$ cat src/rtl/bfe_pkg.sv
package bfe_pkg;

  // Defaults for the top-level parameters.
  localparam int unsigned DEF_MAX_WORDS   = 1024;
  localparam int unsigned DEF_PROBE_COUNT = 7;

  // Field widths.
  localparam int unsigned FW_W    = 11;        // filter_words register
  localparam int unsigned KEY_W   = 64;
  localparam int unsigned LEN_W   = 5;
  localparam int unsigned TOTAL_W = 17;
  localparam int unsigned Q_W     = FW_W + 6;  // bit position inside the words in use

  // Remainder unit: dividend width and bits retired per cycle.
  localparam int unsigned DIVD_W   = 60;
  localparam int unsigned DIV_STEP = 4;
  localparam int unsigned DIV_CYC  = DIVD_W / DIV_STEP;

  localparam logic [FW_W-1:0]    FW_RESET  = 11'd1024;
  localparam logic [TOTAL_W-1:0] TOTAL_MAX = 17'h1FFFF;

  localparam logic [63:0] MIX_MUL_A   = 64'hff51afd7ed558ccd;
  localparam logic [63:0] MIX_MUL_B   = 64'hc4ceb9fe1a85ec53;
  localparam logic [63:0] GOLDEN_SEED = 64'h9e3779b97f4a7c15;
  localparam int unsigned MIX_SHIFT   = 33;

  typedef enum logic [1:0] {
    MODE_ADD   = 2'd0,
    MODE_QUERY = 2'd1,
    MODE_CLEAR = 2'd2,
    MODE_COUNT = 2'd3
  } mode_t;

  // Which value goes through the remainder unit.
  typedef enum logic [1:0] {
    MSRC_H1   = 2'd0,
    MSRC_H2   = 2'd1,
    MSRC_WRAP = 2'd2
  } msrc_t;

  typedef enum logic [3:0] {
    S_INIT,
    S_IDLE,
    S_H_PRE,
    S_H_M1,
    S_H_W1,
    S_H_MIX,
    S_H_M2,
    S_H_W2,
    S_H_END,
    S_M_GO,
    S_M_WAIT,
    S_P_RD,
    S_P_UPD,
    S_CLR,
    S_CNT,
    S_DONE
  } state_t;

  typedef struct packed {
    logic  cap;          // take the request and its key
    logic  init_wr;      // zero one word of the post-reset sweep
    logic  clr_wr;       // zero one word of a clear request
    logic  cnt_step;     // one step of the population count
    logic  v_load;       // first xor-shift of a hash input
    logic  v_mix;        // xor-shift between the two multiplies
    logic  hsel;         // 0 works on h1, 1 on h2
    logic  mul_start;
    logic  mul_const_b;  // second finalizer constant
    logic  hash_store;
    logic  mod_start;
    msrc_t mod_sel;
    logic  mod_store;
    logic  probe_rd;
    logic  probe_upd;
    logic  out_load;
  } cmd_t;

  typedef struct packed {
    mode_t mode;
    logic  mul_done;
    logic  mod_done;
    logic  init_last;
    logic  clr_last;
    logic  cnt_done;
    logic  out_free;
  } stat_t;

  function automatic logic [63:0] xor_shift(input logic [63:0] v);
    return v ^ (v >> MIX_SHIFT);
  endfunction

  // Keeps the bytes of one key half whose index lies below the key length.
  function automatic logic [63:0] key_bytes(input logic [63:0] k,
                                            input logic [LEN_W-1:0] len,
                                            input logic [LEN_W-1:0] base);
    logic [63:0] r;
    r = '0;
    for (int i = 0; i < 8; i++) begin
      if ((base + LEN_W'(i)) < len) begin
        r[i*8 +: 8] = k[i*8 +: 8];
      end
    end
    return r;
  endfunction

endpackage

$ cat src/rtl/bfe_ctrl.sv
module bfe_ctrl #(
  parameter int unsigned PROBE_COUNT = bfe_pkg::DEF_PROBE_COUNT
) (
  input  logic           clk,
  input  logic           rst,
  input  logic           in_valid,
  output logic           in_ready,
  input  bfe_pkg::stat_t stat,
  output bfe_pkg::cmd_t  cmd
);

  localparam int unsigned PW = (PROBE_COUNT > 1) ? $clog2(PROBE_COUNT) : 1;

  bfe_pkg::state_t state, state_next;
  logic            hsel, hsel_next;
  bfe_pkg::msrc_t  msel, msel_next;
  logic [PW-1:0]   pc, pc_next;

  always_ff @(posedge clk) begin
    if (rst) begin
      state <= bfe_pkg::S_INIT;
      hsel  <= 1'b0;
      msel  <= bfe_pkg::MSRC_H1;
      pc    <= '0;
    end else begin
      state <= state_next;
      hsel  <= hsel_next;
      msel  <= msel_next;
      pc    <= pc_next;
    end
  end

  always_comb begin
    state_next = state;
    hsel_next  = hsel;
    msel_next  = msel;
    pc_next    = pc;
    cmd        = '0;
    cmd.hsel    = hsel;
    cmd.mod_sel = msel;
    in_ready   = 1'b0;
    case (state)
      bfe_pkg::S_INIT: begin
        cmd.init_wr = 1'b1;
        if (stat.init_last) begin
          state_next = bfe_pkg::S_IDLE;
        end
      end
      bfe_pkg::S_IDLE: begin
        in_ready = 1'b1;
        if (in_valid) begin
          cmd.cap   = 1'b1;
          hsel_next = 1'b0;
          msel_next = bfe_pkg::MSRC_H1;
          pc_next   = '0;
          state_next = bfe_pkg::S_H_PRE;
        end
      end
      bfe_pkg::S_H_PRE: begin
        // Clear and count branch off here, after the request is captured.
        if (stat.mode == bfe_pkg::MODE_CLEAR) begin
          state_next = bfe_pkg::S_CLR;
        end else if (stat.mode == bfe_pkg::MODE_COUNT) begin
          state_next = bfe_pkg::S_CNT;
        end else begin
          cmd.v_load = 1'b1;
          state_next = bfe_pkg::S_H_M1;
        end
      end
      bfe_pkg::S_H_M1: begin
        cmd.mul_start = 1'b1;
        state_next    = bfe_pkg::S_H_W1;
      end
      bfe_pkg::S_H_W1: begin
        if (stat.mul_done) begin
          state_next = bfe_pkg::S_H_MIX;
        end
      end
      bfe_pkg::S_H_MIX: begin
        cmd.v_mix  = 1'b1;
        state_next = bfe_pkg::S_H_M2;
      end
      bfe_pkg::S_H_M2: begin
        cmd.mul_start   = 1'b1;
        cmd.mul_const_b = 1'b1;
        state_next      = bfe_pkg::S_H_W2;
      end
      bfe_pkg::S_H_W2: begin
        if (stat.mul_done) begin
          state_next = bfe_pkg::S_H_END;
        end
      end
      bfe_pkg::S_H_END: begin
        cmd.hash_store = 1'b1;
        if (hsel) begin
          state_next = bfe_pkg::S_M_GO;
        end else begin
          hsel_next  = 1'b1;
          state_next = bfe_pkg::S_H_PRE;
        end
      end
      bfe_pkg::S_M_GO: begin
        cmd.mod_start = 1'b1;
        state_next    = bfe_pkg::S_M_WAIT;
      end
      bfe_pkg::S_M_WAIT: begin
        if (stat.mod_done) begin
          cmd.mod_store = 1'b1;
          case (msel)
            bfe_pkg::MSRC_H1: begin
              msel_next  = bfe_pkg::MSRC_H2;
              state_next = bfe_pkg::S_M_GO;
            end
            bfe_pkg::MSRC_H2: begin
              msel_next  = bfe_pkg::MSRC_WRAP;
              state_next = bfe_pkg::S_M_GO;
            end
            default: begin
              state_next = bfe_pkg::S_P_RD;
            end
          endcase
        end
      end
      bfe_pkg::S_P_RD: begin
        cmd.probe_rd = 1'b1;
        state_next   = bfe_pkg::S_P_UPD;
      end
      bfe_pkg::S_P_UPD: begin
        cmd.probe_upd = 1'b1;
        if (pc == PW'(PROBE_COUNT - 1)) begin
          state_next = bfe_pkg::S_DONE;
        end else begin
          pc_next    = pc + PW'(1);
          state_next = bfe_pkg::S_P_RD;
        end
      end
      bfe_pkg::S_CLR: begin
        cmd.clr_wr = 1'b1;
        if (stat.clr_last) begin
          state_next = bfe_pkg::S_DONE;
        end
      end
      bfe_pkg::S_CNT: begin
        cmd.cnt_step = 1'b1;
        if (stat.cnt_done) begin
          state_next = bfe_pkg::S_DONE;
        end
      end
      bfe_pkg::S_DONE: begin
        if (stat.out_free) begin
          cmd.out_load = 1'b1;
          state_next   = bfe_pkg::S_IDLE;
        end
      end
      default: begin
        state_next = bfe_pkg::S_IDLE;
      end
    endcase
  end

endmodule

$ cat config.mk
export PLATFORM = sky130hd
export DESIGN_NAME = bfe_ctrl
export DESIGN_NICKNAME = d
export VERILOG_FILES = /design/src/rtl/bfe_pkg.sv /design/src/rtl/bfe_ctrl.sv
export SDC_FILE = /design/constraint.sdc
export NUM_CORES = 1
export LEC_CHECK = 0
export ABC_CLOCK_PERIOD_IN_PS = 1600
export BUFFER_PORTS_ARGS = -buffer_cell sky130_fd_sc_hd__clkbuf_2
export CAP_MARGIN = 20
export CELL_PAD_IN_SITES_DETAIL_PLACEMENT = 1
export CELL_PAD_IN_SITES_GLOBAL_PLACEMENT = 1
export CORE_MARGIN = 1
export CORE_UTILIZATION = 31
export CTS_CLUSTER_SIZE = 25
export DETAILED_ROUTE_END_ITERATION = 10
export HOLD_SLACK_MARGIN = 0.08
export PLACE_DENSITY_LB_ADDON = 0.3
export RECOVER_POWER = 50
export SYNTH_ARGS = -nofsm -noshare
export SYNTH_HDL_FRONTEND = slang
export SYNTH_SLANG_ARGS = --single-unit
$ cat constraint.sdc
create_clock -name clk -period 1.6 [get_ports clk]
set_input_delay 0.32 -clock clk [delete_from_list [all_inputs] [get_ports clk]]
set_output_delay 0.32 -clock clk [all_outputs]
set_load 0.1 [all_outputs]
==> results.yml, run 1 <==
logic_synthesis:
  netlist_top_cells_count: "nor2_1 (13), dfxtp_1 (10), nand2_1 (10)"
  syn_nets: 126
  netlist_instances: 113
  synth_mux_area_share_pct: 1.170
  avgSynthCellArea_um2: 7.574
  synth_edf_count: 0
  synth-seq-area-share_pct: 23.39
  synth_top_family_by_area: "simple AND/OR/NAND/NOR gates"
  synth_compound_area_share_pct: 20.61
  yosysWarnings: 0
  yosysUniqueCellTypes: 42
  yosys-top-cells-area: "dfxtp_1 (23%), nor2_1 (5.7%), a21oi_1 (5.3%), nor3_1 (4.7%), nand2_1 (4.4%)"
  synth_xor_area_share_pct: 2.047
  synth_area_um2: 855.8
  async_reset_ff_share_pct: 0
  synthAdderAreaFrac_pct: 2.924
  synth_most_common_cell: "nor2_1"
  synth_top_area_share_pct: 23.39
  ys_ff_latch: 10
  synth_simple_gate_area_share_pct: 39.04
  synth_ff_type: "dfxtp_1"
  synth_top_area_cell: "dfxtp_1"
die:
  rows: 18
  initial_utilization_pct: 33.63
  die_x_um: 54.54
  io_pins: 29
  die_h_um: 54.54
place:
  place_inst: 191
  io_buffer_count: 28
  gp_congestion: 0.8206
  dp_hpwl_mm: 3.003
cts:
  h-tree-depth: 1
  clkSinkCount: 10
  clk_path_buf_depth: 2
  cts_root_buf: "clkbuf_4"
  postCtsHoldBufs: 0
  numCtsBuffers: 3
global_route:
  antenna_found_initial: 0
  grt_max_degree: 11
run_status:
  haltStage: "global routing"
  status: "did not finish"
  error: "[ERROR DPL-0033] detailed placement checks failed during check placement."
timing:
  postGrtWorstEndpoint: "state[0]$_SDFFE_PP0P_/D"
  worstEpCategory: "register input"
==> through the flow <==
stage,area [um2],setup slack [ns]
after CTS,1873,-0.1853
after floorplan,1020,-0.7665
after detailed placement,1551,-0.2577
after global placement,1551,-0.1066
==> logic make-up after synthesis <==
logic type / after synthesis
buffers and inverters: 15
AO/OA/AOI/OAI: 25
flip-flops: 10
XOR/XNOR: 2
multiplexers: 1
AND/OR/NAND/NOR: 58
adder cells (fa/ha/maj): 2
==> repair_timing <==
action / 4_1_cts
hold endpoints to repair: 0
pin swaps: 17
gates resized for setup: 41
buffers inserted: 17
endpoints found under the setup margin: 24
==> inputs of run 2 (changes only) <==
Settings changed: ABC_CLOCK_PERIOD_IN_PS 1600 to 2100, CELL_PAD_IN_SITES_DETAIL_PLACEMENT 1 to default, CELL_PAD_IN_SITES_GLOBAL_PLACEMENT 1 to default, CORE_UTILIZATION 31 to 23, CTS_CLUSTER_SIZE 25 to default, HOLD_SLACK_MARGIN 0.08 to default, PLACE_DENSITY_LB_ADDON 0.3 to 0.15.
Clock period 1.6 ns to 2.1 ns, I/O delays scaled along.
==> results.yml, run 2 <==
cts:
  h-tree-depth: 1
  cts_root_buf: "clkbuf_8"
  cts_setup_buffers: 0
  numCtsBuffers: 3
  clk_path_buf_depth: 2
  clkSinkCount: 10
  cts.clk_slew.worst_paths_ns: 0.05
  clk_latency_ns: 0.24
  cts_tree: "yes"
  postCtsHoldBufs: 0
global_route:
  antenna_found_initial: 0
  grt_first_pass_wirelength_mm: 4.153
  grt_max_degree: 16
  first_global_vias: 853
  grt-ovfl-total: 0
  grtUsageTotal_pct: 13.44
timing:
  whs_ns: 0.4790
  fin_crit_ns: 1.985
  tightest_slew_ns: 0.6200
  min_period_over_period_pct: 94.54
  rsz0062_at_grt: "no"
  max_freq_ghz: 0.5037
  slew_headroom_pct: 58.07
  skew_ns: 0.005139
  setup_viol: 0
  hold_viol: 0
  drv_slew: 0
run:
  cap_violations: 0
place:
  io_buffer_count: 28
  dp_hpwl_mm: 1.883
  gp_congestion: 0.7915
logic_synthesis:
  async_reset_ff_share_pct: 0
  synth_most_common_cell: "nor2_1"
  synth_ff_type: "dfxtp_1"
  synth_area_um2: 855.8
  avgSynthCellArea_um2: 7.574
  netlist_instances: 113
  synth_edf_count: 0
  synth-seq-area-share_pct: 23.39
  ys_ff_latch: 10
  yosysUniqueCellTypes: 42
  synth_top_area_share_pct: 23.39
  yosys-top-cells-area: "dfxtp_1 (23%), nor2_1 (5.7%), a21oi_1 (5.3%), nor3_1 (4.7%), nand2_1 (4.4%)"
  syn_nets: 126
  synth_top_area_cell: "dfxtp_1"
  yosysWarnings: 0
  netlist_top_cells_count: "nor2_1 (13), dfxtp_1 (10), nand2_1 (10)"
die:
  coreArea_um2: 3442
  io_pins: 29
  die_h_um: 63
  initial_utilization_pct: 24.86
  rows: 21
  dieArea_um2: 3969
  die_x_um: 63
layout:
  max_flop_register: "state"
  drive_above_1_share_pct: 46.53
  final_common_cell: "buf_12"
  area_growth_pct: 63.60
  reg_top3: "state x4, pc x3, msel x2"
  largest_reg_flops: 4
  fin_util_pct: 40.68
  fin_nets: 158
  n_antenna_cell: 0
  final_cell_mix: "buf_12 (14), clkbuf_2 (13), buf_4 (9)"
setup_path:
  worst_r2r_path_depth: 6
  end_kind: "primary output"
  worstSetupStartpointType: "flop"
  r2r_start: "state[1]"
  worstPathArrival_ns: 1.57
  ff2ff_setup_slack_ns: 0.20
  crit_path_max_fanout: 11
  setup.worst_path.class: "flop to primary output"
  required_ns: 1.68
  r2r-end: "state[2]"
hold_path:
  min_to: "state[1]"
  hold_class: "input pin to flop"
  hold_path.startpoint: "rst"
  hold_depth: 2
detailed_routing:
  detail_route.iter0.violations: 38
  drc: 0
  post_drt_wl_per_cell_um: 13.14
  ant_nets: 0
  firstDrtPassIters: 4
  vias: 900
  routed_wl_mm: 2.497
  routed_via_density: 4.737
power_and_ir_drop:
  p_leak_nw: 0.5051
  p_sw_share_pct: 53.69
  vdd_ir_drop_max_v: 0.0005252
  power.share.sequential_pct: 17.6
  p_per_area_nw_per_um2: 1212
  p_comb_share_pct: 67.8
  p_switching_uw: 911.5
  p_int_uw: 786.1
  p_clk_share_pct: 14.6
run_status:
  status: "finished clean"
run 2: cell counts after synthesis:
No cell type changed its count.
run 2: what timing repair did:
item                       CTS  global route
hold endpoints to repair     0             0
gates resized for setup      2             2
cloned                       0             0
setup endpoints to repair    4             1
run 2: cell type report:
class	count	area, um2
Clock buffer	4	55.05
Fill cell	350	2042
Inverter	4	18.77
Multi-Input combinational cell	88	643.1
Sequential cell	10	203.9
Tap cell	46	57.56
Timing Repair Buffer	38	421.7
run 2: metal layers:
metal | up-vias | global-route usage, % | wire length, um
met3 | 2 | 4.745 | 128
met1 | 414 | 17.52 | 1181
met2 | 24 | 20.70 | 1174
met5 | - | 0 | 0
li1 | 460 | - | -
met4 | 0 | 3.488 | 12
run 2: metrics by stage:
step                      setup WS [ns]  cells  power [mW]  instance area [um2]  TNS (ns)
after floorplan                 -0.3880    113       1.233                968.4    -1.431
after global placement           0.2374    186       1.531                 1368         0
after detailed placement         0.2318    186       1.529                 1368         0
after CTS                       0.03481    190       1.785                 1425         0
after global routing            0.02807    190       1.783                 1400         0
final                            0.1147    190       1.698                 1400         0
run 2: worst max-delay path: stages, from the launching register on:
cell        delay (ns)
dfxtp_2           0.47
nand2b_4          0.12
nor3_4            0.28
nand2_2           0.15
clkinvlp_4        0.13
buf_12            0.17
run 2: power by group through the flow:
stage / Sequential, mW / Clock [mW] / Combinational (mW)
floorplan: 0.235 / 0 / 0.998
global placement: 0.290 / 0 / 1.24
detailed placement: 0.292 / 0 / 1.24
CTS: 0.291 / 0.254 / 1.24
global route: 0.304 / 0.261 / 1.22
finish: 0.298 / 0.248 / 1.15
run 2: kinds of logic after synthesis:
logic type	Yosys count	share of synthesized area, %
and+or+nand+nor	58	39.04
AOI/OAI and AO/OA	25	20.62
buffers and inverters	15	10.82
DFF	10	23.39
xor gates and xnor gates	2	2.047
adders and majority gates	2	2.924
muxes	1	1.170
run 2: worst max-delay path by stage:
stage / start / endpoint / cells after the start
finish: state[0] / cmd[16] / 5
global route: state[0] / cmd[16] / 5
CTS: state[1] / cmd[3] / 5
detailed placement: state[3] / cmd[6] / 4
global placement: state[0] / cmd[16] / 5
floorplan: state[3] / cmd[13] / 4
No activity file was read; power rests on OpenSTA's default activity.
==> inputs of run 3 (changes only) <==
Settings changed: REMOVE_ABC_BUFFERS from default to 1.
==> results.yml, run 3 (synthesis results as in run 2) <==
place:
  dp_hpwl_mm: 1.914
  gp_congestion: 0.8465
  io_buffer_count: 28
  post_dp_cell_area_um2: 1261
  place_inst: 184
die:
  io_pins: 29
  initial_utilization_pct: 24.86
  coreArea_um2: 3442
  rows: 21
  dieArea_um2: 3969
  die_x_um: 63
  die_h_um: 63
layout:
  fin_nets: 156
  largest_reg_flops: 4
  finalInstanceArea_um2: 1265
  fin_cells: 187
  drive_above_1_share_pct: 35.46
  max_flop_register: "state"
  reg_top3: "state x4, pc x3, msel x2"
  final_common_cell: "clkbuf_2"
  n_antenna_cell: 0
  area_growth_pct: 47.81
  final_cell_mix: "clkbuf_2 (16), nor2_1 (13), buf_12 (12)"
  fillers: 374
detailed_routing:
  routed_wl_mm: 2.349
  ant_nets: 0
  drc: 0
  detail_route.iter0.violations: 31
  post_drt_wl_per_cell_um: 12.56
  vias: 886
  firstDrtPassIters: 4
  routed_via_density: 4.738
power_and_ir_drop:
  vdd_ir_drop_max_v: 0.0003795
  total_power_mw: 1.601
  p_per_area_nw_per_um2: 1266
  p_leak_nw: 0.4928
setup_path:
  worstSetupStartpointType: "flop"
  crit_path_max_fanout: 12
  required_ns: 1.68
  worstPathArrival_ns: 1.55
  setup.worst_path.class: "flop to primary output"
  worst_r2r_path_depth: 6
  end_kind: "primary output"
cts:
  cts_root_buf: "clkbuf_8"
  numCtsBuffers: 3
  postCtsHoldBufs: 0
  cts_tree: "yes"
  cts.clk_slew.worst_paths_ns: 0.05
  clkSinkCount: 10
  clk_latency_ns: 0.23
  clk_path_buf_depth: 2
  h-tree-depth: 1
hold_path:
  hold_class: "flop to flop"
  hold_depth: 2
timing:
  max_freq_ghz: 0.5076
  min_period_over_period_pct: 93.82
  drv_slew: 0
  skew_ns: 0.002970
  rsz0062_at_grt: "no"
  setup_viol: 0
  fin_crit_ns: 1.970
  whs_ns: 0.4907
  hold_viol: 0
  tightest_slew_ns: 0.5468
  slew_headroom_pct: 63.70
run_status:
  status: "finished clean"
global_route:
  grt_first_pass_wirelength_mm: 3.953
  antenna_found_initial: 0
  grtUsageTotal_pct: 12.61
  grt_max_degree: 13
  grt-ovfl-total: 0
  first_global_vias: 905
run:
  cap_violations: 0
[run 3: cell types whose count changed in the layout (fill, tap and decap cells not counted), sizes merged]
cell and delta:
inv +1, clkinvlp -1, clkbuf +2, buf -5
[run 3: path summary, 6_finish.rpt]
kind | start | end | slack [ns]
hold / removal | pc[1] | pc[1] | 0.49
setup reg to reg | state[1] | state[2] | 0.17
setup / recovery | state[1] | cmd[7] | 0.13
hold reg to reg | pc[1] | pc[1] | 0.49
[run 3: metal layers]
metal,routed length [um],up-vias,global-route usage [%]
met2,1175,18,21.64
met1,1058,414,14.83
li1,-,452,-
met3,99,2,4.562
met5,0,-,0
met4,16,0,2.616
[run 3: final cells by class]
cell class | count | area (um2) | share of cell area (%)
flip-flops and latches | 10 | 203.9 | 16.12
inverters | 4 | 15.01 | 1.187
multi-input cells | 88 | 570.5 | 45.10
clock buffers | 3 | 41.29 | 3.264
repair buffers | 36 | 376.6 | 29.77
well taps | 46 | 57.56 | 4.550
[run 3: power by group]
part	leakage (nW)	switching (mW)	internal (mW)
registers	0.0822	0.0780	0.224
clock network	0.0216	0.0705	0.125
logic	0.389	0.690	0.413
total	0.493	0.838	0.763
[run 3: metrics by stage]
step	setup WS (ns)	TNS [ns]	utilization (%)
5_1_grt	0.03344	0	36.75
2_1_floorplan	-2.287	-22.84	-
6_report	0.1298	0	36.75
3_3_place_gp	0.1769	0	36.64
4_1_cts	0.01975	0	37.99
3_5_place_dp	0.1498	0	36.64
[run 3: timing repair]
item / in CTS / in global routing
gates resized for setup: 1 / 4
setup endpoints to repair: 1 / 7
setup buffers: 0 / 0
[run 3: worst max-delay path: stages (launching register included)]
cell and delay, ns:
dfxtp_2 0.38, nand2b_1 0.26, nor3_1 0.44, buf_12 0.24
==> inputs of run 4 (changes only) <==
Settings changed: BUFFER_PORTS_ARGS -buffer_cell sky130_fd_sc_hd__clkbuf_2 to -buffer_cell sky130_fd_sc_hd__buf_2.
==> results.yml, run 4 (synthesis results as in run 2) <==
run_status:
  status: "finished clean"
power_and_ir_drop:
  p_sw_share_pct: 53.98
  vdd_ir_drop_max_v: 0.0003175
  p_leak_nw: 0.4959
  p_clk_share_pct: 13.2
  p_comb_share_pct: 67.4
  p_int_uw: 687.8
  p_switching_uw: 806.7
  power.share.sequential_pct: 19.4
  total_power_mw: 1.494
  p_per_area_nw_per_um2: 1206
timing:
  drv_slew: 0
  whs_ns: 0.4784
  tightest_slew_ns: 0.5452
  skew_ns: 0.006828
  fin_crit_ns: 1.929
  rsz0062_at_grt: "no"
  max_freq_ghz: 0.5183
  hold_viol: 0
  min_period_over_period_pct: 91.87
  setup_viol: 0
  slew_headroom_pct: 63.81
cts:
  postCtsHoldBufs: 0
  cts_root_buf: "clkbuf_8"
  clkSinkCount: 10
  numCtsBuffers: 3
  clk_latency_ns: 0.24
  cts_tree: "yes"
  cts_setup_buffers: 0
  h-tree-depth: 1
  cts.clk_slew.worst_paths_ns: 0.05
  clk_path_buf_depth: 2
hold_path:
  hold_class: "input pin to flop"
global_route:
  first_global_vias: 817
  grtUsageTotal_pct: 12.19
  antenna_found_initial: 0
  grt-ovfl-total: 0
  grt_max_degree: 16
  grt_first_pass_wirelength_mm: 3.850
die:
  die_x_um: 63
  die_h_um: 63
  coreArea_um2: 3442
  io_pins: 29
  dieArea_um2: 3969
  rows: 21
  initial_utilization_pct: 24.86
detailed_routing:
  vias: 885
  firstDrtPassIters: 4
  detail_route.iter0.violations: 35
  drc: 0
  routed_via_density: 4.683
  routed_wl_mm: 2.331
  post_drt_wl_per_cell_um: 12.33
  ant_nets: 0
setup_path:
  worstSetupStartpointType: "flop"
  required_ns: 1.68
  crit_path_max_fanout: 8
  worstPathArrival_ns: 1.51
  setup.worst_path.class: "flop to primary output"
  end_kind: "primary output"
layout:
  area_growth_pct: 44.74
  fin_cells: 189
  final_cell_mix: "nor2_1 (13), buf_2 (12)"
  n_antenna_cell: 0
  final_common_cell: "nor2_1"
  fin_util_pct: 35.99
  largest_reg_flops: 4
  drive_above_1_share_pct: 35.66
  fin_nets: 158
  max_flop_register: "state"
  reg_top3: "state x4, pc x3, msel x2"
  finalInstanceArea_um2: 1239
place:
  place_inst: 186
  gp_congestion: 0.8433
  post_dp_cell_area_um2: 1261
  io_buffer_count: 28
  dp_hpwl_mm: 1.830
run:
  cap_violations: 0
==> run 4: cell count changes in the layout (fill, tap and decap cells not counted) <==
cell	change
buf_12	-2
buf_4	+3
a21oi_4	-1
clkbuf_1	-1
a21oi_1	+1
clkbuf_4	+1
clkbuf_2	-11
buf_2	+12
nor4_2	-1
nor4_1	+1
==> run 4: layout make-up <==
cell class | instances | area, um2
well taps | 46 | 57.56
repair buffers | 38 | 367.9
fillers | 373 | 2203
inverters | 4 | 15.01
multi-input cells | 88 | 553.0
clock buffers | 3 | 41.29
flip-flops and latches | 10 | 203.9
==> run 4: what timing repair did <==
item,in CTS,in global routing
setup endpoints to repair,1,4
endpoints found under the hold margin,0,0
gates resized for setup,1,3
==> run 4: metal layers <==
| metal | GRT usage (%) | routed length, um |
|---|---|---|
| met3 | 3.832 | 109 |
| met4 | 2.616 | 7 |
| met5 | 0 | 0 |
| met2 | 20.16 | 1136 |
| met1 | 15.27 | 1078 |
==> run 4: path summary, 6_finish.rpt <==
path                                from        to  slack [ns]  depth (start not counted)
worst max register to register  state[3]  state[2]        0.23                          5
worst min register to register     pc[1]     pc[1]        0.50                          2
worst min-delay path                 rst  state[1]        0.48                          2
worst max-delay path            state[0]   cmd[15]        0.17                          3
==> run 4: metrics by stage <==
step	worst slack, ns	TNS (ns)
floorplan	-2.287	-22.84
global placement	0.2944	0
detailed placement	0.2594	0
CTS	0.02324	0
global route	0.02339	0
finish	0.1707	0
==> run 4: critical path: stages (launching register included) <==
cell and delay [ns]:
dfxtp_1 0.37, buf_4 0.18, nor4_1 0.25, buf_2 0.47
==> run 4: power groups by stage <==
stage	registers (mW)	logic [mW]	clock network [mW]
floorplan	0.326	0.615	0
global placement	0.287	1.06	0
detailed placement	0.286	1.06	0
CTS	0.284	1.07	0.208
global route	0.299	1.08	0.216
finish	0.290	1.01	0.197
